File: src/rtl/sas_pkg.sv
// Package for the sprite animation sequencer: opcodes, event kinds,
// command and event payload types, parameter defaults. No dependencies.
package sas_pkg;

    localparam int NUM_ANIMS_DEF  = 8;
    localparam int FRAME_BITS_DEF = 8;

    // command opcodes
    localparam logic [2:0] OP_ADD      = 3'd0;
    localparam logic [2:0] OP_PLAY     = 3'd1;
    localparam logic [2:0] OP_STOP     = 3'd2;
    localparam logic [2:0] OP_STOP_NOW = 3'd3;
    localparam logic [2:0] OP_TICK     = 3'd4;

    // event kinds
    localparam logic [1:0] EV_SPRITE   = 2'd0;
    localparam logic [1:0] EV_FINISHED = 2'd1;
    localparam logic [1:0] EV_ADDED    = 2'd2;
    localparam logic [1:0] EV_REJECTED = 2'd3;

    typedef struct packed {
        logic [2:0]  opcode;
        logic [2:0]  anim_id;
        logic [31:0] now_ms;
        logic [7:0]  sheet_row;
        logic [7:0]  first_frame;
        logic [7:0]  last_frame;
        logic [15:0] frame_period;
        logic        repeat_flag;
        logic        start_now;
    } t_cmd;

    typedef struct packed {
        logic [1:0] event_kind;
        logic [2:0] entry_id;
        logic [7:0] sprite_row;
        logic [7:0] sprite_frame;
    } t_evt;

endpackage

File: src/rtl/sas_if.sv
// Valid/ready channel interfaces for command and event transactions.
// Depends on sas_pkg.
interface sas_cmd_if;
    import sas_pkg::*;
    logic valid;
    logic ready;
    t_cmd data;
    modport source (output valid, output data, input ready);
    modport sink   (input valid, input data, output ready);
endinterface

interface sas_evt_if;
    import sas_pkg::*;
    logic valid;
    logic ready;
    t_evt data;
    modport source (output valid, output data, input ready);
    modport sink   (input valid, input data, output ready);
endinterface

File: src/rtl/sprite_animation_sequencer.sv
// Sprite animation sequencer top level: animation table, active animation
// state, command register and event register. Depends on sas_pkg, sas_if.
//
// Usage:
//   i_cmd carries one command per transaction (add, play, stop, stop now,
//   tick). o_evt returns at most one event per command: sprite select,
//   finished, added or rejected. Commands with no event (stop, ignored
//   play, idle stop now or tick, tick before the frame period, unused opcodes) just retire.
//   Flow: an accepted command is held in the command register, its table
//   entry read alongside, and is processed once the event register is free
//   or draining; its event is then held in the event register until taken.
//   Throughput: one command per cycle while o_evt is not stalled; the table
//   read and the single compare/increment pass are the whole per-command work.
//   The table has one write port (add) and one registered read port, which
//   looks ahead to the active entry the command ahead leaves behind, and
//   forwards an entry written in the same cycle.
//   Reset: empty table, nothing active, last tick time zero. Table contents
//   need no clearing, only entries below the fill count are ever used.
//   Receiver stall: the event register holds; the command register still
//   takes one more command, then i_cmd.ready drops until o_evt drains.
module sprite_animation_sequencer #(
    parameter int NUM_ANIMS  = sas_pkg::NUM_ANIMS_DEF,
    parameter int FRAME_BITS = sas_pkg::FRAME_BITS_DEF
) (
    input  logic          i_clk,
    input  logic          i_rst_n,
    sas_cmd_if.sink       i_cmd,
    sas_evt_if.source     o_evt
);
    import sas_pkg::*;

    localparam int IDX_W  = (NUM_ANIMS > 1) ? $clog2(NUM_ANIMS) : 1;
    localparam int CNT_W  = $clog2(NUM_ANIMS + 1);
    localparam int FNOW_W = FRAME_BITS + 1;

    typedef struct packed {
        logic [7:0]            row;
        logic [FRAME_BITS-1:0] first_fr;
        logic [FRAME_BITS-1:0] last_fr;
        logic [15:0]           period;
        logic                  loops;
    } t_entry;

    // animation table, one write and one registered read per cycle
    t_entry r_table [NUM_ANIMS];
    t_entry r_rd_data;

    t_cmd r_req;
    logic r_req_vld;
    t_evt r_out;
    logic r_out_vld;

    logic [CNT_W-1:0]  r_entry_count, n_entry_count;
    logic              r_active_valid, n_active_valid;
    logic [IDX_W-1:0]  r_active_entry, n_active_entry;
    logic [FNOW_W-1:0] r_frame_now, n_frame_now;
    logic              r_running, n_running;
    logic [31:0]       r_last_tick, n_last_tick;

    t_evt n_evt;
    logic n_evt_vld;

    logic             in_fire;
    logic             proc_fire;
    logic             wr_en;
    logic [IDX_W-1:0] wr_addr;
    logic [IDX_W-1:0] rd_addr;
    t_entry           new_entry;

    logic              full;
    logic              id_loaded;
    logic              play_same;
    logic [31:0]       elapsed;
    logic              due;
    logic [FNOW_W-1:0] frame_inc;
    logic [FNOW_W-1:0] first_ext;
    logic              over;

    // ---- handshakes ----
    // processing retires the held command when the event slot is free
    // or being emptied this cycle
    assign proc_fire   = r_req_vld && (!r_out_vld || o_evt.ready);
    assign i_cmd.ready = !r_req_vld || proc_fire;
    assign in_fire     = i_cmd.valid && i_cmd.ready;
    assign o_evt.valid = r_out_vld;
    assign o_evt.data  = r_out;

    // ---- entry built from an add command ----
    assign new_entry.row      = r_req.sheet_row;
    assign new_entry.first_fr = FRAME_BITS'(r_req.first_frame);
    assign new_entry.last_fr  = FRAME_BITS'(r_req.last_frame);
    assign new_entry.period   = r_req.frame_period;
    assign new_entry.loops    = r_req.repeat_flag;
    assign wr_addr            = IDX_W'(r_entry_count);

    // ---- decode helpers ----
    assign full      = 32'(r_entry_count) >= 32'(NUM_ANIMS);
    assign id_loaded = 32'(r_req.anim_id) < 32'(r_entry_count);
    assign play_same = r_active_valid && (32'(r_active_entry) == 32'(r_req.anim_id));
    assign elapsed   = r_req.now_ms - r_last_tick;      // wraps mod 2^32
    assign due       = elapsed >= 32'(r_rd_data.period);
    assign frame_inc = r_frame_now + FNOW_W'(1);
    assign first_ext = FNOW_W'(r_rd_data.first_fr);
    assign over      = frame_inc > FNOW_W'(r_rd_data.last_fr);

    // ---- single processing pass ----
    always_comb begin
        n_entry_count  = r_entry_count;
        n_active_valid = r_active_valid;
        n_active_entry = r_active_entry;
        n_frame_now    = r_frame_now;
        n_running      = r_running;
        n_last_tick    = r_last_tick;
        n_evt          = '0;
        n_evt_vld      = 1'b0;
        wr_en          = 1'b0;
        if (proc_fire) begin
            case (r_req.opcode)
                OP_ADD: begin
                    n_evt_vld = 1'b1;
                    if (full) begin
                        n_evt.event_kind = EV_REJECTED;
                    end else begin
                        wr_en          = 1'b1;
                        n_entry_count  = r_entry_count + CNT_W'(1);
                        n_evt.event_kind = EV_ADDED;
                        n_evt.entry_id = 3'(r_entry_count);
                        if (r_req.start_now) begin
                            n_active_valid = 1'b1;
                            n_active_entry = wr_addr;
                            n_frame_now    = FNOW_W'(new_entry.first_fr);
                            n_running      = 1'b1;
                        end
                    end
                end
                OP_PLAY: begin
                    if (!play_same && id_loaded) begin
                        n_active_valid     = 1'b1;
                        n_active_entry     = IDX_W'(r_req.anim_id);
                        n_frame_now        = first_ext;
                        n_running          = 1'b1;
                        n_evt_vld          = 1'b1;
                        n_evt.event_kind   = EV_SPRITE;
                        n_evt.entry_id     = r_req.anim_id;
                        n_evt.sprite_row   = r_rd_data.row;
                        n_evt.sprite_frame = 8'(r_rd_data.first_fr);
                    end
                end
                OP_STOP: begin
                    if (r_active_valid) begin
                        n_running = 1'b0;
                    end
                end
                OP_STOP_NOW: begin
                    if (r_active_valid) begin
                        n_frame_now        = first_ext;
                        n_running          = 1'b0;
                        n_active_valid     = 1'b0;
                        n_evt_vld          = 1'b1;
                        n_evt.event_kind   = EV_SPRITE;
                        n_evt.entry_id     = 3'(r_active_entry);
                        n_evt.sprite_row   = r_rd_data.row;
                        n_evt.sprite_frame = 8'(r_rd_data.first_fr);
                    end
                end
                OP_TICK: begin
                    if (r_active_valid && due) begin
                        n_last_tick = r_req.now_ms;
                        n_frame_now = (over && r_rd_data.loops) ? first_ext : frame_inc;
                        n_evt_vld   = 1'b1;
                        n_evt.entry_id = 3'(r_active_entry);
                        // past the end and not looping on: the animation ends
                        if (over && (!r_rd_data.loops || !r_running)) begin
                            n_running        = 1'b0;
                            n_active_valid   = 1'b0;
                            n_evt.event_kind = EV_FINISHED;
                        end else begin
                            n_evt.event_kind   = EV_SPRITE;
                            n_evt.sprite_row   = r_rd_data.row;
                            n_evt.sprite_frame = 8'(n_frame_now);
                        end
                    end
                end
                default: begin
                end
            endcase
        end
    end

    // read ahead: play reads the named entry, everything else the entry
    // that will be active once the command ahead has retired
    assign rd_addr = (i_cmd.data.opcode == OP_PLAY) ? IDX_W'(i_cmd.data.anim_id)
                                                    : n_active_entry;

    // ---- table ----
    always_ff @(posedge i_clk) begin
        if (wr_en) begin
            r_table[wr_addr] <= new_entry;
        end
        if (in_fire) begin
            // forward an entry written in the same cycle
            if (wr_en && (wr_addr == rd_addr)) begin
                r_rd_data <= new_entry;
            end else begin
                r_rd_data <= r_table[rd_addr];
            end
        end
    end

    // ---- command and event registers ----
    always_ff @(posedge i_clk) begin
        if (in_fire) begin
            r_req <= i_cmd.data;
        end
        if (proc_fire && n_evt_vld) begin
            r_out <= n_evt;
        end
    end

    always_ff @(posedge i_clk) begin
        if (!i_rst_n) begin
            r_req_vld      <= 1'b0;
            r_out_vld      <= 1'b0;
            r_entry_count  <= '0;
            r_active_valid <= 1'b0;
            r_active_entry <= '0;
            r_frame_now    <= '0;
            r_running      <= 1'b0;
            r_last_tick    <= '0;
        end else begin
            if (in_fire) begin
                r_req_vld <= 1'b1;
            end else if (proc_fire) begin
                r_req_vld <= 1'b0;
            end
            if (proc_fire) begin
                r_out_vld <= n_evt_vld;
            end else if (o_evt.ready) begin
                r_out_vld <= 1'b0;
            end
            r_entry_count  <= n_entry_count;
            r_active_valid <= n_active_valid;
            r_active_entry <= n_active_entry;
            r_frame_now    <= n_frame_now;
            r_running      <= n_running;
            r_last_tick    <= n_last_tick;
        end
    end

`ifndef ASSERT_OFF
    a_count_bound: assert property (@(posedge i_clk) disable iff (!i_rst_n)
        32'(r_entry_count) <= 32'(NUM_ANIMS))
        else $error("entry count beyond table depth");

    a_add_grows: assert property (@(posedge i_clk) disable iff (!i_rst_n)
        (proc_fire && (r_req.opcode == OP_ADD) && !full)
        |=> (r_entry_count == $past(r_entry_count) + CNT_W'(1)))
        else $error("accepted add did not grow the table");

    a_finish_clears: assert property (@(posedge i_clk) disable iff (!i_rst_n)
        (proc_fire && n_evt_vld && (n_evt.event_kind == EV_FINISHED))
        |=> !r_active_valid)
        else $error("finished event left the animation active");

    a_running_active: assert property (@(posedge i_clk) disable iff (!i_rst_n)
        r_running |-> r_active_valid)
        else $error("running without an active animation");

    a_active_loaded: assert property (@(posedge i_clk) disable iff (!i_rst_n)
        r_active_valid |-> (32'(r_active_entry) < 32'(r_entry_count)))
        else $error("active entry not loaded");
`endif

endmodule
File: src/flat_wrapper.sv
// flat-port wrapper written by rule: the top's interface ports become plain ports
module sprite_animation_sequencer_flat import sas_pkg::*;
#(
    parameter int NUM_ANIMS  = sas_pkg::NUM_ANIMS_DEF,
    parameter int FRAME_BITS = sas_pkg::FRAME_BITS_DEF
)
  (i_clk, i_rst_n, i_cmd_valid, i_cmd_data, i_cmd_ready, o_evt_valid, o_evt_data, o_evt_ready);
  sas_cmd_if i_cmd_i ();
  sas_evt_if o_evt_i ();
  input  logic i_clk;
  input  logic i_rst_n;
  input wire logic [$bits(i_cmd_i.valid)-1:0] i_cmd_valid;
  input wire logic [$bits(i_cmd_i.data)-1:0] i_cmd_data;
  output wire logic [$bits(i_cmd_i.ready)-1:0] i_cmd_ready;
  output wire logic [$bits(o_evt_i.valid)-1:0] o_evt_valid;
  output wire logic [$bits(o_evt_i.data)-1:0] o_evt_data;
  input wire logic [$bits(o_evt_i.ready)-1:0] o_evt_ready;
  assign i_cmd_i.valid = i_cmd_valid;
  assign i_cmd_i.data = i_cmd_data;
  assign i_cmd_ready = i_cmd_i.ready;
  assign o_evt_valid = o_evt_i.valid;
  assign o_evt_data = o_evt_i.data;
  assign o_evt_i.ready = o_evt_ready;
  sprite_animation_sequencer #(.NUM_ANIMS(NUM_ANIMS), .FRAME_BITS(FRAME_BITS)) u_core (.i_clk(i_clk), .i_rst_n(i_rst_n), .i_cmd(i_cmd_i), .o_evt(o_evt_i));
endmodule
File: config.mk
export PLATFORM = sky130hd
export DESIGN_NAME = sprite_animation_sequencer_flat
export DESIGN_NICKNAME = d
export VERILOG_FILES = /design/src/rtl/sas_pkg.sv /design/src/rtl/sas_if.sv /design/src/rtl/sprite_animation_sequencer.sv /design/src/flat_wrapper.sv
export SDC_FILE = /design/constraint.sdc
export NUM_CORES = 1
export LEC_CHECK = 0
export BUFFER_PORTS_ARGS = -buffer_cell sky130_fd_sc_hd__buf_2
export CAP_MARGIN = 20
export CORE_MARGIN = 1
export CORE_UTILIZATION = 53
export CTS_CLUSTER_SIZE = 12
export DETAILED_ROUTE_END_ITERATION = 8
export GPL_TIMING_DRIVEN = 0
export HOLD_SLACK_MARGIN = 0.05
export PLACE_DENSITY = 0.75
export REMOVE_ABC_BUFFERS = 1
export SLEW_MARGIN = 15
export SYNTH_ARGS = -nofsm -noshare
export SYNTH_HDL_FRONTEND = slang
export SYNTH_SLANG_ARGS = --single-unit
File: constraint.sdc
create_clock -name i_clk -period 7.8 [get_ports i_clk]
set_clock_uncertainty 0.2 [all_clocks]
set_input_delay 0.78 -clock i_clk [delete_from_list [all_inputs] [get_ports i_clk]]
set_output_delay 0.78 -clock i_clk [all_outputs]
set_load 0.01 [all_outputs]
# After elaboration in Yosys (flattened, before gate mapping)
# Memory sizes are Yosys's and may differ from the RTL's. A register that Yosys moved wholly into a read port is not among the register bits.
# Cells that the tools add are included.
# classes
add_sub_neg,3
order_cmp,4
eq_ne,13
mux,44
n_bitwise,1
reduce_logical,27
# op_table
operator,n
9-bit 2-to-1 mux,6
16-bit one-hot mux with 3 select lines,1
19-bit 2-to-1 mux,2
9-bit one-hot mux with 4 select lines,1
32-bit by 16-bit greater-or-equal comparator with 1-bit output,1
32-bit subtractor,1
1-bit 2-to-1 mux,21
20-bit 2-to-1 mux,1
5-bit one-hot mux with 4 select lines,1
3-bit 2-to-1 mux,6
16-bit 2-to-1 mux,1
7-bit AND reduction,2
"2-bit by 1-bit inequality test with 1-bit output, second input constant",6
1-bit one-hot mux with 4 select lines,3
"9-bit by 1-bit adder with 9-bit output, second input constant",1
9-bit by 8-bit greater-than comparator with 1-bit output,1
1-bit logical AND,8
8-bit AND reduction,1
4-bit nonzero test,2
"3-bit by 1-bit equality test with 1-bit output, second input constant",2
"3-bit by 2-bit equality test with 1-bit output, second input constant",2
3-bit one-hot mux with 2 select lines,1
3-bit AND reduction,2
1-bit logical NOT,5
other kinds (11),14
# totals
reg_bits,153
mem_bits_rw,328
input_bits,84
out_inout_bits,23
word_cells,114
memories,1
# mem_list
name,depth,word_bits,read_ports,rd_clocked_by_memory_dff,write_ports,line_no,rtl
u_core.r_table,8,41,1,1,1,sprite_animation_sequencer.sv:45,t_entry r_table [NUM_ANIMS];

# Longest topological paths before layout
# logic_depth
word_depth,8
depth_mapped,21
depth_no_buf,19

# Least setup slack after synthesis
# OpenSTA, ideal clock, no wires.
# synth_timing
path_kind,input -> register
startpoint,in o_evt_ready
endpoint,mem u_core.r_table[1][0] (netlist bit) (enable)
setup_time_ns,0.542
arrival_ns,5.555
required_time_ns,7.058
path_slack_ns,1.503
path_stages,6
path_buffers,1
path_cell_list,nor2b_1 nor2b_1 nand2_1 or3_1 clkbuf_1 nor4_1
# synth_via
elab_chain_len,5
# synth_lines
element,line_no,rtl
start: declaration,flat_wrapper.sv:17,input wire logic [$bits(o_evt_i.ready)-1:0] o_evt_ready;
1-bit logical OR,sprite_animation_sequencer.sv:82,assign proc_fire = r_req_vld && (!r_out_vld || o_evt.ready);
1-bit logical AND,sprite_animation_sequencer.sv:82,
1-bit 2-to-1 mux,sprite_animation_sequencer.sv:117,if (proc_fire) begin
1-bit 2-to-1 mux,sprite_animation_sequencer.sv:197,if (wr_en) begin
1-bit 2-to-1 mux (not written as such),sprite_animation_sequencer.sv:198,r_table[wr_addr] <= new_entry;
end: declaration,sprite_animation_sequencer.sv:45,
# No other way between the ends.

# Worst setup path after layout
# layout_timing
startpoint,reg u_core.r_req[42] (netlist bit)
endpoint,"reg u_core.r_out, in the netlist u_core.o_evt.data[12], data pin"
# layout_via
elab_chain_len,5
# layout_lines
element,line_no,rtl
start: declaration,sprite_animation_sequencer.sv:48,t_cmd r_req;
start signal: assignment,sprite_animation_sequencer.sv:213,r_req <= i_cmd.data;
32-bit subtractor,sprite_animation_sequencer.sv:100,assign elapsed = r_req.now_ms - r_last_tick;
32-bit by 16-bit greater-or-equal comparator with 1-bit output,sprite_animation_sequencer.sv:101,assign due = elapsed >= 32'(r_rd_data.period);
1-bit logical AND,sprite_animation_sequencer.sv:167,if (r_active_valid && due) begin
20-bit 2-to-1 mux,sprite_animation_sequencer.sv:167,
16-bit one-hot mux with 3 select lines,sprite_animation_sequencer.sv:118,case (r_req.opcode)
end signal: assignment,sprite_animation_sequencer.sv:216,r_out <= n_evt;
end: declaration,sprite_animation_sequencer.sv:50,t_evt r_out;
# No other way between the ends.
# A chain may end at the register's enable or synchronous reset.

==> flow_metrics.env <==
export IMPL_status="finished, final reports clean"
export IMPL_overflow=0
export IMPL_crit_path_start="u_core.r_req[42]"
export IMPL_fin_ws_ns=2.382
export IMPL_die_w_um=213.7
export IMPL_final_cells=2504
export IMPL_dp_cells=2414
export IMPL_hold_depth=1
export IMPL_path_common_cell="ha_1"
export IMPL_grt_pass1_vias=14285
export IMPL_dp_slack_ns=2.411
export IMPL_die_h_um=213.7
export IMPL_numClockSinks=522
export IMPL_finalCriticalPeriod_ns=5.418
export IMPL_crit_chain="inv_1, ha_1, fa_1, nand2b_1, a21oi_2, o2111ai_2, nand2_1, xor2_1, ha_1, nor2b_1, o21ai_0, o2111ai_1, nor3_1, o211ai_1, nor4b_4, nand4_4, a31oi_2, and2b_1"
export IMPL_start_kind="flop"
export IMPL_io_pins=107
export IMPL_power_mw=5.864
export IMPL_rows=77
export IMPL_async_flop_share_pct=0
export IMPL_synth_cell_types=77
export IMPL_synth_top_area_share_pct=59.40
export IMPL_r2r_start="u_core.r_req[42]"
export IMPL_syn_inst=1699
export IMPL_synthToLayoutAreaGrowth_pct=15.63
export IMPL_slowest_delay_ns=0.66
export IMPL_crit_fanout=9
export IMPL_synth_area_mm2=0.02376
export IMPL_layout_nets=2023
export IMPL_vdd_ir_drop_worst_uv=153.2
export IMPL_cp_end_kind="flop"
export IMPL_dp_hpwl_um=34640
export IMPL_grt_max_degree=84
export IMPL_max_cap_violations=0
export IMPL_postCtsSetupRepairBufs=0
export IMPL_finalWirelength_um=49940
export IMPL_fmax_mhz=184.6
export IMPL_worstPathRequired_ns=7.96
export IMPL_drt_pass1_iter_count=6
export IMPL_drive_gt1_share_pct=19.72
export IMPL_ys_seq_area_share_pct=63.78
export IMPL_antenna_cells=0
export IMPL_setup_tns_ns=0
export IMPL_cts_max_level=2
export IMPL_wl_per_cell_um=19.94
export IMPL_antenna_found_initial=0
export IMPL_critical_path_buf_inv_count=1
export IMPL_clock_path_buffers=3
export IMPL_critPathKind="reg -> reg"
export IMPL_cts_tree="built"
export IMPL_ant_nets=0
export IMPL_ctsRootBufferMaster="clkbuf_16"
export IMPL_worst_pin_slew_ns=1.086
export IMPL_groute_usage_overall_pct=22.46
export IMPL_postCtsHoldBufs=0
export IMPL_finalCritPeriodShare_pct=69.46
export IMPL_io_buffers=106
export IMPL_post_cts_resized=0
export IMPL_avgSynthCellArea_um2=13.98
export IMPL_grt_first_pass_wirelength_um=78800
export IMPL_yosysTopAreaCell="edfxtp_1"
export IMPL_slowest_stage="a31oi_2"
export IMPL_slew_viol_final=0
export IMPL_synth_edf_count=470
export IMPL_initialDrtViolationCount=1192
export IMPL_synth_area_leaders="edfxtp_1, mux2i_1, dfxtp_1, mux2_2, ha_1"
export IMPL_cts_made_buffers=54
export IMPL_hold_viol=0
export IMPL_setup_violations=0
export IMPL_synthFlopType="edfxtp_1"
export IMPL_clk_insertion_delay_late_ns=0.61
export IMPL_yosys_register_bits=522
export IMPL_grt_setup_unrepaired="no"
export IMPL_power_density_mw_per_mm2=213.4
export IMPL_dr_total_vias=14376
export IMPL_min_delay_path_class="in -> reg"
export IMPL_vias_per_cell=5.741
export IMPL_cp_top_family="compound AO/OA/AOI/OAI gates"
export IMPL_p_leak_nw=11.13
export IMPL_path_depth=18
export IMPL_drc_errors=0
export IMPL_cts_clk_slew_worst_paths_ns=0.06
export IMPL_slew_headroom_pct=27.10
export IMPL_worstPathArrival_ns=5.58
export IMPL_start_util_pct=53.73
export IMPL_core_area_mm2=0.04422
export IMPL_gp_congestion=0.8680
export IMPL_reg2reg_depth=18
export IMPL_hold_start="i_cmd_data[57]"
export IMPL_die_area_mm2=0.04568
export IMPL_yosys_warnings=0
per-layer routing:
| layer | share of wire (%) | GRT usage [%] |
|---|---|---|
| met1 | 46 | 32.78 |
| met2 | 46 | 34.79 |
| met5 | 0 | 0 |
| met3 | 5.6 | 3.617 |
| met4 | 2.4 | 6.502 |
flip-flops by register name (all words and copies together) (netlist names):
register	cells
u_core.r_active_valid	1
u_core.r_frame_now	9
u_core.first_ext	8
u_core.r_rd_data	33
u_core.o_evt.valid	1
u_core.r_running	1
u_core.r_table	328
u_core.r_active_entry	3
u_core.r_last_tick	32
u_core.o_evt.data	21
u_core.r_req_vld	1
u_core.new_entry	41
u_core.r_req	39
u_core.r_entry_count	4
final timing paths:
path | to | slack [ns]
setup reg to reg | u_core.o_evt.data[12] | 2.38
hold / removal | u_core.r_req[57] | 0.15
setup / recovery | u_core.o_evt.data[12] | 2.38
hold reg to reg | u_core.r_last_tick[6] | 0.26
placed cells by master (no fill, tap or decap), types with 28 or more instances in the layout:
cell type  instances
inv_1             75
ha_1              60
clkbuf_16         54
nor2_1            57
dfxtp_1           52
edfxtp_1         470
mux2_2            82
buf_2            122
o21ai_0           49
buf_4             28
mux2i_1          289
a21oi_1           65
nand2_1          151
area by class of cell:
cell class / instances / area (µm²)
clock buffer: 71 / 1415
multi-input combinational: 1030 / 8099
clock inverter: 19 / 193.9
sequential: 522 / 15150
fill: 3258 / 16750
inverter: 76 / 285.3
tap: 592 / 740.7
timing repair buffer: 194 / 1585
metrics by stage:
step	utilization (%)	instance area [µm²]	hold WS [ns]
after floorplan	-	23420	0.2347
after detailed placement	58.48	25860	0.2514
final	62.13	27470	0.1454
after CTS	62.12	27470	0.1098
after global routing	62.13	27470	0.1078
after global placement	55.82	24690	0.2422
power breakdown:
group          switching [mW]  internal [mW]  total, mW
clock                    1.04           1.34       2.38
combinational           0.191          0.150      0.341
sequential             0.0485           3.09       3.14
worst register-to-register path: stages (launching register included):
cell	delay, ns
edfxtp_1	0.34
inv_1	0.05
ha_1	0.21
fa_1	0.46
nand2b_1	0.20
a21oi_2	0.23
o2111ai_2	0.24
nand2_1	0.14
xor2_1	0.22
ha_1	0.28
nor2b_1	0.13
o21ai_0	0.26
o2111ai_1	0.16
nor3_1	0.32
o211ai_1	0.20
nor4b_4	0.36
nand4_4	0.26
a31oi_2	0.66
and2b_1	0.27
cells by family after synthesis:
group,Yosys count,synth area share [%]
adder cells (fa/ha/maj),61,3.244
multiplexers,373,16.15
AND/OR/NAND/NOR,335,6.693
AO/OA/AOI/OAI,226,6.193
buffers and inverters,147,2.654
XOR/XNOR,35,1.290
flip-flops,522,63.78
cell usage after synthesis, drive strengths merged, types with 8 or more instances:
cell type and count:
a31oi 11, nand2 151, nor3b 9, a21oi 68, nor2 59, xor2 16
nand4 11, mux2 82, nor3 20, dfxtp 52, nand2b 10, o211ai 8
clkbuf 31, buf 40, o22ai 11, a211oi 8, mux2i 291, xnor2 19
and2 8, nor2b 17, edfxtp 470, o21ai 54, nand3 27, inv 75
ha 60
Power figures use the tool's default switching activity.
